==> config.mk <==
export PLATFORM = sky130hd
export DESIGN_NAME = rgb_to_hsv_unit
export DESIGN_NICKNAME = d
export VERILOG_FILES = /design/src/rgb2hsv_pkg.sv /design/src/rgb_to_hsv_unit.sv /design/src/rgb2hsv_div_pipe.sv
export SDC_FILE = /design/constraint.sdc
export NUM_CORES = 2
export LEC_CHECK = 0
export BUFFER_PORTS_ARGS = -buffer_cell sky130_fd_sc_hd__buf_2
export CORE_AREA = 10 10 350 352
export DETAILED_ROUTE_END_ITERATION = 6
export DIE_AREA = 0 0 360 362
export PLACE_DENSITY = 0.85
export SLEW_MARGIN = 10
export SYNTH_ARGS = -nofsm -noshare
export SYNTH_HDL_FRONTEND = slang
export SYNTH_SLANG_ARGS = --single-unit
==> constraint.sdc <==
create_clock -name clock -period 34.2 [get_ports clock]
set_input_delay 3.42 -clock clock [delete_from_list [all_inputs] [get_ports clock]]
set_output_delay 3.42 -clock clock [all_outputs]
set_load 0.01 [all_outputs]
==> src/rgb2hsv_pkg.sv <==
package rgb2hsv_pkg;

   // default component width of the red, green and blue channels
   localparam int COMPONENT_BITS_DEFAULT = 8;

   // fixed result field widths
   localparam int ALPHA_W = 8;
   localparam int HUE_W   = 15;
   localparam int SAT_W   = 16;

   // both divider lanes deliver this many quotient bits, one per stage
   localparam int QUOT_W        = 16;
   // hue lane carries extra fraction bits below the hue unit
   localparam int HUE_FRAC_BITS = 4;
   // saturation numerator is delta scaled by 2^15
   localparam int SAT_SHIFT     = 15;
   // hue numerator 15*x is scaled by 2^8 (3840 = 15 * 256) and the fraction bits
   localparam int HUE_SHIFT     = QUOT_W - HUE_FRAC_BITS;

   // hue units of 1/64 degree
   localparam logic [HUE_W-1:0] HUE_SECTOR_UNIT = 15'd3840;
   localparam logic [HUE_W-1:0] HUE_GREEN_BASE  = 15'd7680;
   localparam logic [HUE_W-1:0] HUE_BLUE_BASE   = 15'd15360;
   localparam logic [HUE_W-1:0] FULL_TURN       = 15'd23040;
   localparam logic [SAT_W-1:0] SAT_ONE         = 16'd32768;

   // which component holds the maximum
   typedef enum logic [1:0] {
      SECTOR_RED,
      SECTOR_GREEN,
      SECTOR_BLUE
   } sector_type;

   // hue control travelling alongside the divider
   typedef struct packed {
      sector_type sector;
      logic       neg;
      logic       achro;
   } hue_ctl_type;

endpackage

==> src/rgb_to_hsv_unit.sv <==
// stages: stage 1, stage 2, two 16-step restoring dividers, output register
// throughput: one request per cycle unless stalled; dividers do one step per stage
// the whole pipeline advances whenever the output register is empty or being taken
// reset clears every valid bit; data registers are not reset
module rgb_to_hsv_unit import rgb2hsv_pkg::*; #(
   parameter int COMPONENT_BITS = COMPONENT_BITS_DEFAULT
) (
   input  logic                 clock,
   input  logic                 reset,
   input  logic                 req_tvalid,
   output logic                 req_tready,
   // red, green, blue, alpha_in from bit 0 up, zero padded to bytes
   input  logic [((3*COMPONENT_BITS+ALPHA_W+7)/8)*8-1:0] req_tdata,
   output logic                 rsp_tvalid,
   input  logic                 rsp_tready,
   // hue, saturation, value, alpha_out from bit 0 up, zero padded to bytes
   output logic [((HUE_W+SAT_W+COMPONENT_BITS+ALPHA_W+7)/8)*8-1:0] rsp_tdata,
   // achromatic
   output logic                 rsp_tuser
);

   localparam int C     = COMPONENT_BITS;
   localparam int RSP_W = ((HUE_W + SAT_W + C + ALPHA_W + 7) / 8) * 8;
   localparam int TAG_W = C + ALPHA_W;

   logic advance;

   // stage 1: max, min and sector
   logic [C-1:0]       red;
   logic [C-1:0]       green;
   logic [C-1:0]       blue;
   logic [ALPHA_W-1:0] alpha_in;
   logic [C-1:0]       mx_rg;
   logic [C-1:0]       mn_rg;
   logic [C-1:0]       mx_in;
   logic [C-1:0]       mn_in;
   logic [C-1:0]       pos_in;
   logic [C-1:0]       sub_in;
   sector_type         sector_in;

   logic               s1_valid_ff;
   logic [C-1:0]       s1_mx_ff;
   logic [C-1:0]       s1_mn_ff;
   logic [C-1:0]       s1_pos_ff;
   logic [C-1:0]       s1_sub_ff;
   sector_type         s1_sector_ff;
   logic [ALPHA_W-1:0] s1_alpha_ff;

   // stage 2: delta and signed difference
   logic [C-1:0]       delta_in;
   logic               neg_in;
   logic [C-1:0]       diff_mag;
   logic [C+3:0]       hue_num_in;

   logic               s2_valid_ff;
   logic [C-1:0]       s2_mx_ff;
   logic [C-1:0]       s2_delta_ff;
   logic [C+3:0]       s2_hue_num_ff;
   hue_ctl_type        s2_ctl_ff;
   logic [ALPHA_W-1:0] s2_alpha_ff;

   // divider outputs
   logic               div_valid;
   hue_ctl_type        div_ctl;
   logic [TAG_W-1:0]   div_tag;
   logic [QUOT_W-1:0]  sat_quot;
   logic [QUOT_W-1:0]  hue_quot;
   logic               hue_rem_nz;

   // output stage
   logic [HUE_W-1:0]   hue_whole;
   logic               hue_inexact;
   logic [HUE_W-1:0]   hue_base;
   logic [HUE_W-1:0]   hue_in;
   logic [SAT_W-1:0]   sat_in;

   logic               rsp_valid_ff;
   logic [HUE_W-1:0]   rsp_hue_ff;
   logic [SAT_W-1:0]   rsp_sat_ff;
   logic [C-1:0]       rsp_value_ff;
   logic [ALPHA_W-1:0] rsp_alpha_ff;
   logic               rsp_achro_ff;

   // pipeline moves when the output slot is free or being emptied
   assign advance    = !rsp_valid_ff || rsp_tready;
   assign req_tready = advance;

   // unpack the request
   assign red      = req_tdata[C-1:0];
   assign green    = req_tdata[2*C-1:C];
   assign blue     = req_tdata[3*C-1:2*C];
   assign alpha_in = req_tdata[3*C+ALPHA_W-1:3*C];

   // max, min, and the pair whose difference gives the hue offset
   always_comb begin
      mx_rg = (red > green) ? red : green;
      mn_rg = (red < green) ? red : green;
      mx_in = (mx_rg > blue) ? mx_rg : blue;
      mn_in = (mn_rg < blue) ? mn_rg : blue;
      if (red == mx_in) begin
         sector_in = SECTOR_RED;
         pos_in    = green;
         sub_in    = blue;
      end else if (green == mx_in) begin
         sector_in = SECTOR_GREEN;
         pos_in    = blue;
         sub_in    = red;
      end else begin
         sector_in = SECTOR_BLUE;
         pos_in    = red;
         sub_in    = green;
      end
   end

   always_ff @(posedge clock) begin
      if (reset) begin
         s1_valid_ff <= 1'b0;
      end else if (advance) begin
         s1_valid_ff <= req_tvalid;
      end
   end

   always_ff @(posedge clock) begin
      if (advance) begin
         s1_mx_ff     <= mx_in;
         s1_mn_ff     <= mn_in;
         s1_pos_ff    <= pos_in;
         s1_sub_ff    <= sub_in;
         s1_sector_ff <= sector_in;
         s1_alpha_ff  <= alpha_in;
      end
   end

   // delta, difference magnitude and sign; hue numerator is 15 times the magnitude
   always_comb begin
      delta_in   = s1_mx_ff - s1_mn_ff;
      neg_in     = (s1_pos_ff < s1_sub_ff);
      diff_mag   = neg_in ? (s1_sub_ff - s1_pos_ff) : (s1_pos_ff - s1_sub_ff);
      hue_num_in = ((C+4)'(diff_mag) << 4) - (C+4)'(diff_mag);
   end

   always_ff @(posedge clock) begin
      if (reset) begin
         s2_valid_ff <= 1'b0;
      end else if (advance) begin
         s2_valid_ff <= s1_valid_ff;
      end
   end

   always_ff @(posedge clock) begin
      if (advance) begin
         s2_mx_ff        <= s1_mx_ff;
         s2_delta_ff     <= delta_in;
         s2_hue_num_ff   <= hue_num_in;
         s2_ctl_ff       <= '{sector: s1_sector_ff, neg: neg_in, achro: (delta_in == '0)};
         s2_alpha_ff     <= s1_alpha_ff;
      end
   end

   // saturation and hue fraction dividers
   rgb2hsv_div_pipe #(
      .COMP_W (C),
      .TAG_W  (TAG_W)
   ) u_div (
      .clock      (clock),
      .reset      (reset),
      .advance    (advance),
      .in_valid   (s2_valid_ff),
      .in_ctl     (s2_ctl_ff),
      .in_tag     ({s2_alpha_ff, s2_mx_ff}),
      .sat_num    (s2_delta_ff),
      .sat_den    (s2_mx_ff),
      .hue_num    (s2_hue_num_ff),
      .hue_den    (s2_delta_ff),
      .out_valid  (div_valid),
      .out_ctl    (div_ctl),
      .out_tag    (div_tag),
      .sat_quot   (sat_quot),
      .hue_quot   (hue_quot),
      .hue_rem_nz (hue_rem_nz)
   );

   // sector base plus or minus the fraction; a negative fraction floors downwards
   always_comb begin
      hue_whole   = HUE_W'(hue_quot[QUOT_W-1:HUE_FRAC_BITS]);
      hue_inexact = (|hue_quot[HUE_FRAC_BITS-1:0]) || hue_rem_nz;
      case (div_ctl.sector)
         SECTOR_RED:   hue_base = div_ctl.neg ? FULL_TURN : '0;
         SECTOR_GREEN: hue_base = HUE_GREEN_BASE;
         SECTOR_BLUE:  hue_base = HUE_BLUE_BASE;
         default:      hue_base = '0;
      endcase
      if (div_ctl.achro) begin
         hue_in = '0;
         sat_in = '0;
      end else begin
         hue_in = div_ctl.neg ? (hue_base - hue_whole - HUE_W'(hue_inexact))
                              : (hue_base + hue_whole);
         sat_in = sat_quot;
      end
   end

   always_ff @(posedge clock) begin
      if (reset) begin
         rsp_valid_ff <= 1'b0;
      end else if (advance) begin
         rsp_valid_ff <= div_valid;
      end
   end

   always_ff @(posedge clock) begin
      if (advance) begin
         rsp_hue_ff   <= hue_in;
         rsp_sat_ff   <= sat_in;
         rsp_value_ff <= div_tag[C-1:0];
         rsp_alpha_ff <= div_tag[TAG_W-1:C];
         rsp_achro_ff <= div_ctl.achro;
      end
   end

   // pack the response
   assign rsp_tvalid = rsp_valid_ff;
   assign rsp_tdata  = RSP_W'({rsp_alpha_ff, rsp_value_ff, rsp_sat_ff, rsp_hue_ff});
   assign rsp_tuser  = rsp_achro_ff;

   // grey pixels carry no hue and no saturation
   a_achro_zero: assert property (@(posedge clock) disable iff (reset)
      rsp_valid_ff && rsp_achro_ff |-> (rsp_hue_ff == '0) && (rsp_sat_ff == '0))
      else $error("achromatic result with non-zero hue or saturation");

   // hue stays below a full turn
   a_hue_range: assert property (@(posedge clock) disable iff (reset)
      rsp_valid_ff |-> (rsp_hue_ff < FULL_TURN))
      else $error("hue out of range");

   // saturation never exceeds one
   a_sat_range: assert property (@(posedge clock) disable iff (reset)
      rsp_valid_ff |-> (rsp_sat_ff <= SAT_ONE))
      else $error("saturation above one");

   // back-pressure only comes from a held result
   a_stall_cause: assert property (@(posedge clock) disable iff (reset)
      !req_tready |-> rsp_valid_ff && !rsp_tready)
      else $error("request side stalled without a held result");

endmodule

==> src/rgb2hsv_div_pipe.sv <==
module rgb2hsv_div_pipe import rgb2hsv_pkg::*; #(
   parameter int COMP_W = COMPONENT_BITS_DEFAULT,
   parameter int TAG_W  = COMPONENT_BITS_DEFAULT + ALPHA_W
) (
   input  logic              clock,
   input  logic              reset,
   input  logic              advance,
   input  logic              in_valid,
   input  hue_ctl_type       in_ctl,
   input  logic [TAG_W-1:0]  in_tag,
   input  logic [COMP_W-1:0] sat_num,
   input  logic [COMP_W-1:0] sat_den,
   input  logic [COMP_W+3:0] hue_num,
   input  logic [COMP_W-1:0] hue_den,
   output logic              out_valid,
   output hue_ctl_type       out_ctl,
   output logic [TAG_W-1:0]  out_tag,
   output logic [QUOT_W-1:0] sat_quot,
   output logic [QUOT_W-1:0] hue_quot,
   output logic              hue_rem_nz
);

   localparam int REM_W = COMP_W + QUOT_W;
   localparam int LAST  = QUOT_W - 1;

   logic              valid_ff    [QUOT_W];
   hue_ctl_type       ctl_ff      [QUOT_W];
   logic [TAG_W-1:0]  tag_ff      [QUOT_W];
   logic [QUOT_W-1:0] sat_quot_ff [QUOT_W];
   logic [QUOT_W-1:0] hue_quot_ff [QUOT_W];
   logic [REM_W-1:0]  sat_rem_ff  [LAST];
   logic [REM_W-1:0]  hue_rem_ff  [LAST];
   logic [COMP_W-1:0] sat_den_ff  [LAST];
   logic [COMP_W-1:0] hue_den_ff  [LAST];
   logic              hue_nz_ff;

   // one restoring step per stage, both lanes side by side
   for (genvar k = 0; k < QUOT_W; k++) begin : g_stage
      localparam int SHIFT = QUOT_W - 1 - k;

      logic              v_src;
      hue_ctl_type       ctl_src;
      logic [TAG_W-1:0]  tag_src;
      logic [REM_W-1:0]  sat_rem_src;
      logic [REM_W-1:0]  hue_rem_src;
      logic [COMP_W-1:0] sat_den_src;
      logic [COMP_W-1:0] hue_den_src;
      logic [QUOT_W-1:0] sat_q_src;
      logic [QUOT_W-1:0] hue_q_src;
      logic [REM_W-1:0]  sat_trial;
      logic [REM_W-1:0]  hue_trial;
      logic              sat_bit;
      logic              hue_bit;

      if (k == 0) begin : g_head
         // scaled numerators enter the first step
         assign v_src       = in_valid;
         assign ctl_src     = in_ctl;
         assign tag_src     = in_tag;
         assign sat_rem_src = REM_W'(sat_num) << SAT_SHIFT;
         assign hue_rem_src = REM_W'(hue_num) << HUE_SHIFT;
         assign sat_den_src = sat_den;
         assign hue_den_src = hue_den;
         assign sat_q_src   = '0;
         assign hue_q_src   = '0;
      end else begin : g_body
         assign v_src       = valid_ff[k-1];
         assign ctl_src     = ctl_ff[k-1];
         assign tag_src     = tag_ff[k-1];
         assign sat_rem_src = sat_rem_ff[k-1];
         assign hue_rem_src = hue_rem_ff[k-1];
         assign sat_den_src = sat_den_ff[k-1];
         assign hue_den_src = hue_den_ff[k-1];
         assign sat_q_src   = sat_quot_ff[k-1];
         assign hue_q_src   = hue_quot_ff[k-1];
      end

      // trial subtract against the shifted divisor
      always_comb begin
         sat_trial = REM_W'(sat_den_src) << SHIFT;
         hue_trial = REM_W'(hue_den_src) << SHIFT;
         sat_bit   = (sat_rem_src >= sat_trial);
         hue_bit   = (hue_rem_src >= hue_trial);
      end

      // stage valid
      always_ff @(posedge clock) begin
         if (reset) begin
            valid_ff[k] <= 1'b0;
         end else if (advance) begin
            valid_ff[k] <= v_src;
         end
      end

      // stage payload
      always_ff @(posedge clock) begin
         if (advance) begin
            ctl_ff[k]      <= ctl_src;
            tag_ff[k]      <= tag_src;
            sat_quot_ff[k] <= {sat_q_src[QUOT_W-2:0], sat_bit};
            hue_quot_ff[k] <= {hue_q_src[QUOT_W-2:0], hue_bit};
         end
      end

      if (k < LAST) begin : g_rem
         logic [REM_W-1:0] sat_rem_in;
         logic [REM_W-1:0] hue_rem_in;

         always_comb begin
            sat_rem_in = sat_bit ? (sat_rem_src - sat_trial) : sat_rem_src;
            hue_rem_in = hue_bit ? (hue_rem_src - hue_trial) : hue_rem_src;
         end

         always_ff @(posedge clock) begin
            if (advance) begin
               sat_rem_ff[k] <= sat_rem_in;
               hue_rem_ff[k] <= hue_rem_in;
               sat_den_ff[k] <= sat_den_src;
               hue_den_ff[k] <= hue_den_src;
            end
         end
      end else begin : g_tail
         logic [REM_W-1:0] hue_rem_in;

         // only the hue lane needs to know whether anything was left over
         always_comb begin
            hue_rem_in = hue_bit ? (hue_rem_src - hue_trial) : hue_rem_src;
         end

         always_ff @(posedge clock) begin
            if (advance) begin
               hue_nz_ff <= |hue_rem_in;
            end
         end
      end
   end

   assign out_valid  = valid_ff[LAST];
   assign out_ctl    = ctl_ff[LAST];
   assign out_tag    = tag_ff[LAST];
   assign sat_quot   = sat_quot_ff[LAST];
   assign hue_quot   = hue_quot_ff[LAST];
   assign hue_rem_nz = hue_nz_ff;

endmodule
==> qor.yml <==
layout_common_cells: "1345 x edfxtp_1, 528 x inv_1, 331 x ha_1, 297 x nor2_1, 279 x nand2_1"
cp_cell_sequence: "buf_2, nor2b_1, inv_8, buf_2"
crit_buf_inv: 3
critPathMaxStageDelay_ps: 480
die_w_um: 360
hold_buffers: 0
peakVddDrop_mv: 0.0597
max_freq_ghz: 0.123
netlist_top_cells_area: "edfxtp_1 64%, ha_1 6.6%, inv_1 3.2%"
drt-pass1-iter-count: 6
port-buffer-count: 85
rsz0062_at_grt: "false"
cp.required_ps: 30780
die_h_um: 362
final_common_cell: "edfxtp_1"
synthCells: 4799
syn_nets: 5201
synth_seq_area_share_pct: 64.2
num_vias: 36491
detail-route-antenna-nets: 0
worst_pin_slew_ps: 1190
final.setup.tns_ps: 0
min_period_over_period_pct: 23.8
multi_input_area_um2: 20200
syn_area_per_cell_um2: 13.1
num_antenna_cells: 0
path_clk_slew_ps: 60
slew_headroom_pct: 20.4
final-max-slew-violation-count: 0
clock_skew_ps: 22.4
path_class: "input pin to primary output"
dp_hpwl_mm: 74.2
stdcell_count: 6601
maxCapViolations: 0
cts.repair.resized: 0
final_hold_viol_count: 0
drt-initial-drc-count: 2619
yosys_warnings: 0
nets: 5371
fillers: 8351
crit_top_cell: "buf_2"
yosysTopAreaCell: "edfxtp_1"
r2r_setup_slack_ps: 29300
ys_types: 89
areaGrowthSynthToFinish_pct: 10.4
synth_top_area_share_pct: 64.1
crit_path_start_kind: "input pin"
drive_gt1_share_pct: 8.25
critical_path.endpoint_type: "primary output"
setup_viol: 0
start_util_pct: 54.6
viasPerCell: 5.53
cts_buffer_depth: 3
cp_max_fo: 105
cts_sinks: 1348
postCtsSetupBuffers: 0
numCtsBuffers: 139
wirelength_mm: 108
critPathTopFamily: "buffers and inverters"
finalPower_mw: 6.83
core_um2: 115000
async_reset_ff_share_pct: 0
min_path_type: "flop to flop"
arrival_ps: 4710
htree_levels: 4
status: "finished, final reports clean"
ys.flop_type: "edfxtp_1"
place_congestion: 0.895
grt_usage_pct: 16.2
die_area_um2: 130000
cts_tree: "done"
cts_root_buf: "clkbuf_16"
yosys_register_bits: 1348
antenna_found_initial: 0
grt_max_degree: 187
drc: 0
synth_edf_count: 1345
p_per_area_nw_per_um2: 98.3
dp_slack_ps: 25330
p_leak_nw: 27.1
grt_pass1_vias: 37278
seq_area_um2: 40400
dp.cells: 6352
wl_per_cell_um: 16.4
synth.cell_area_um2: 63000
setup_ws_ps: 26070
grt-ovfl-total: 0
core.rowCount: 125
fin_crit_ps: 8130
grt_first_pass_wirelength_mm: 176
ios: 87
fin_util_pct: 60.2
critical_path.slowest_cell: "nor2b_1"
clock_latency_ps: 730
## area by class of cell
type	count	area share (%)
clock inverter	85	1.05
clock buffer	164	5.20
multi-input combinational	2843	29.1
inverter	531	2.88
timing repair buffer	106	0.857
sequential	1348	58.2
tap	1524	2.74
## power by group
group          total, mW  internal, mW  switching [mW]  leakage (nW)
combinational       2.41          1.07            1.35          11.2
sequential          2.99          2.63           0.356          13.7
clock               1.43         0.822           0.613          2.14
total               6.83          4.52            2.31          27.1
## cells by family (layout without fill, tap and decap cells)
group / Yosys count / in the layout / synth area share (%)
adder cells (fa/ha/maj): 366 / 366 / 7.69
AO/OA/AOI/OAI: 797 / 797 / 8.00
flip-flops: 1348 / 1348 / 64.2
buffers and inverters: 608 / 886 / 3.67
multiplexers: 103 / 103 / 1.74
other: 1 / 1 / 0.00595
XOR/XNOR: 341 / 341 / 4.74
AND/OR/NAND/NOR: 1235 / 1235 / 9.93
## Yosys cell counts (79+ instances only)
cell type and number:
a21oi_1 161, nor2b_1 96, o21ai_0 255, nor2_1 297, inv_1 529, edfxtp_1 1345, nor3_1 124, a21boi_0 80
nand2_1 279, xnor2_1 160, ha_1 331, nor4_1 79, xor2_1 181
## metal layers
layer / global-route usage, % / vias to the layer above / share of wire (%)
li1: - / 17821 / -
met1: 16.7 / 17563 / 38
met2: 31.6 / 823 / 54
met3: 2.90 / 284 / 3.7
met4: 7.28 / 0 / 3.9
met5: 0 / - / 0
## per-stage QoR
stage	hold WS, ps	instance area [um^2]
floorplan	400	63000
global placement	400	65200
detailed placement	405	65200
CTS	397	69500
global route	402	69500
finish	397	69500
## state kept, by name, summed over array words and instances (netlist names), 8 cells and up
register and cells:
s1_mx_ff 8, s1_sub_ff 8, u_div.tag_ff 177, u_div.sat_rem_ff 240, s1_alpha_ff 8, s2_delta_ff 8
rsp_value_ff 8, s2_hue_num_ff 12, rsp_sat_ff 16, s1_pos_ff 8, u_div.valid_ff 16, u_div.ctl_ff 64
u_div.sat_quot_ff 136, rsp_hue_ff 15, s2_mx_ff 8, s1_mn_ff 8, u_div.sat_den_ff 79, u_div.hue_rem_ff 246
rsp_alpha_ff 8, u_div.hue_quot_ff 136, u_div.hue_den_ff 120, s2_alpha_ff 8
## final timing paths
check,start,endpoint,cells past startpoint
min reg2reg,u_div.sat_quot_ff[9][4],u_div.sat_quot_ff[10][5],0
max reg2reg,rsp_tvalid,u_div.hue_quot_ff[0][112],6
min,u_div.sat_quot_ff[9][4],u_div.sat_quot_ff[10][5],0
max,rsp_tready,req_tready,4
Power figures use the tool's default switching activity.
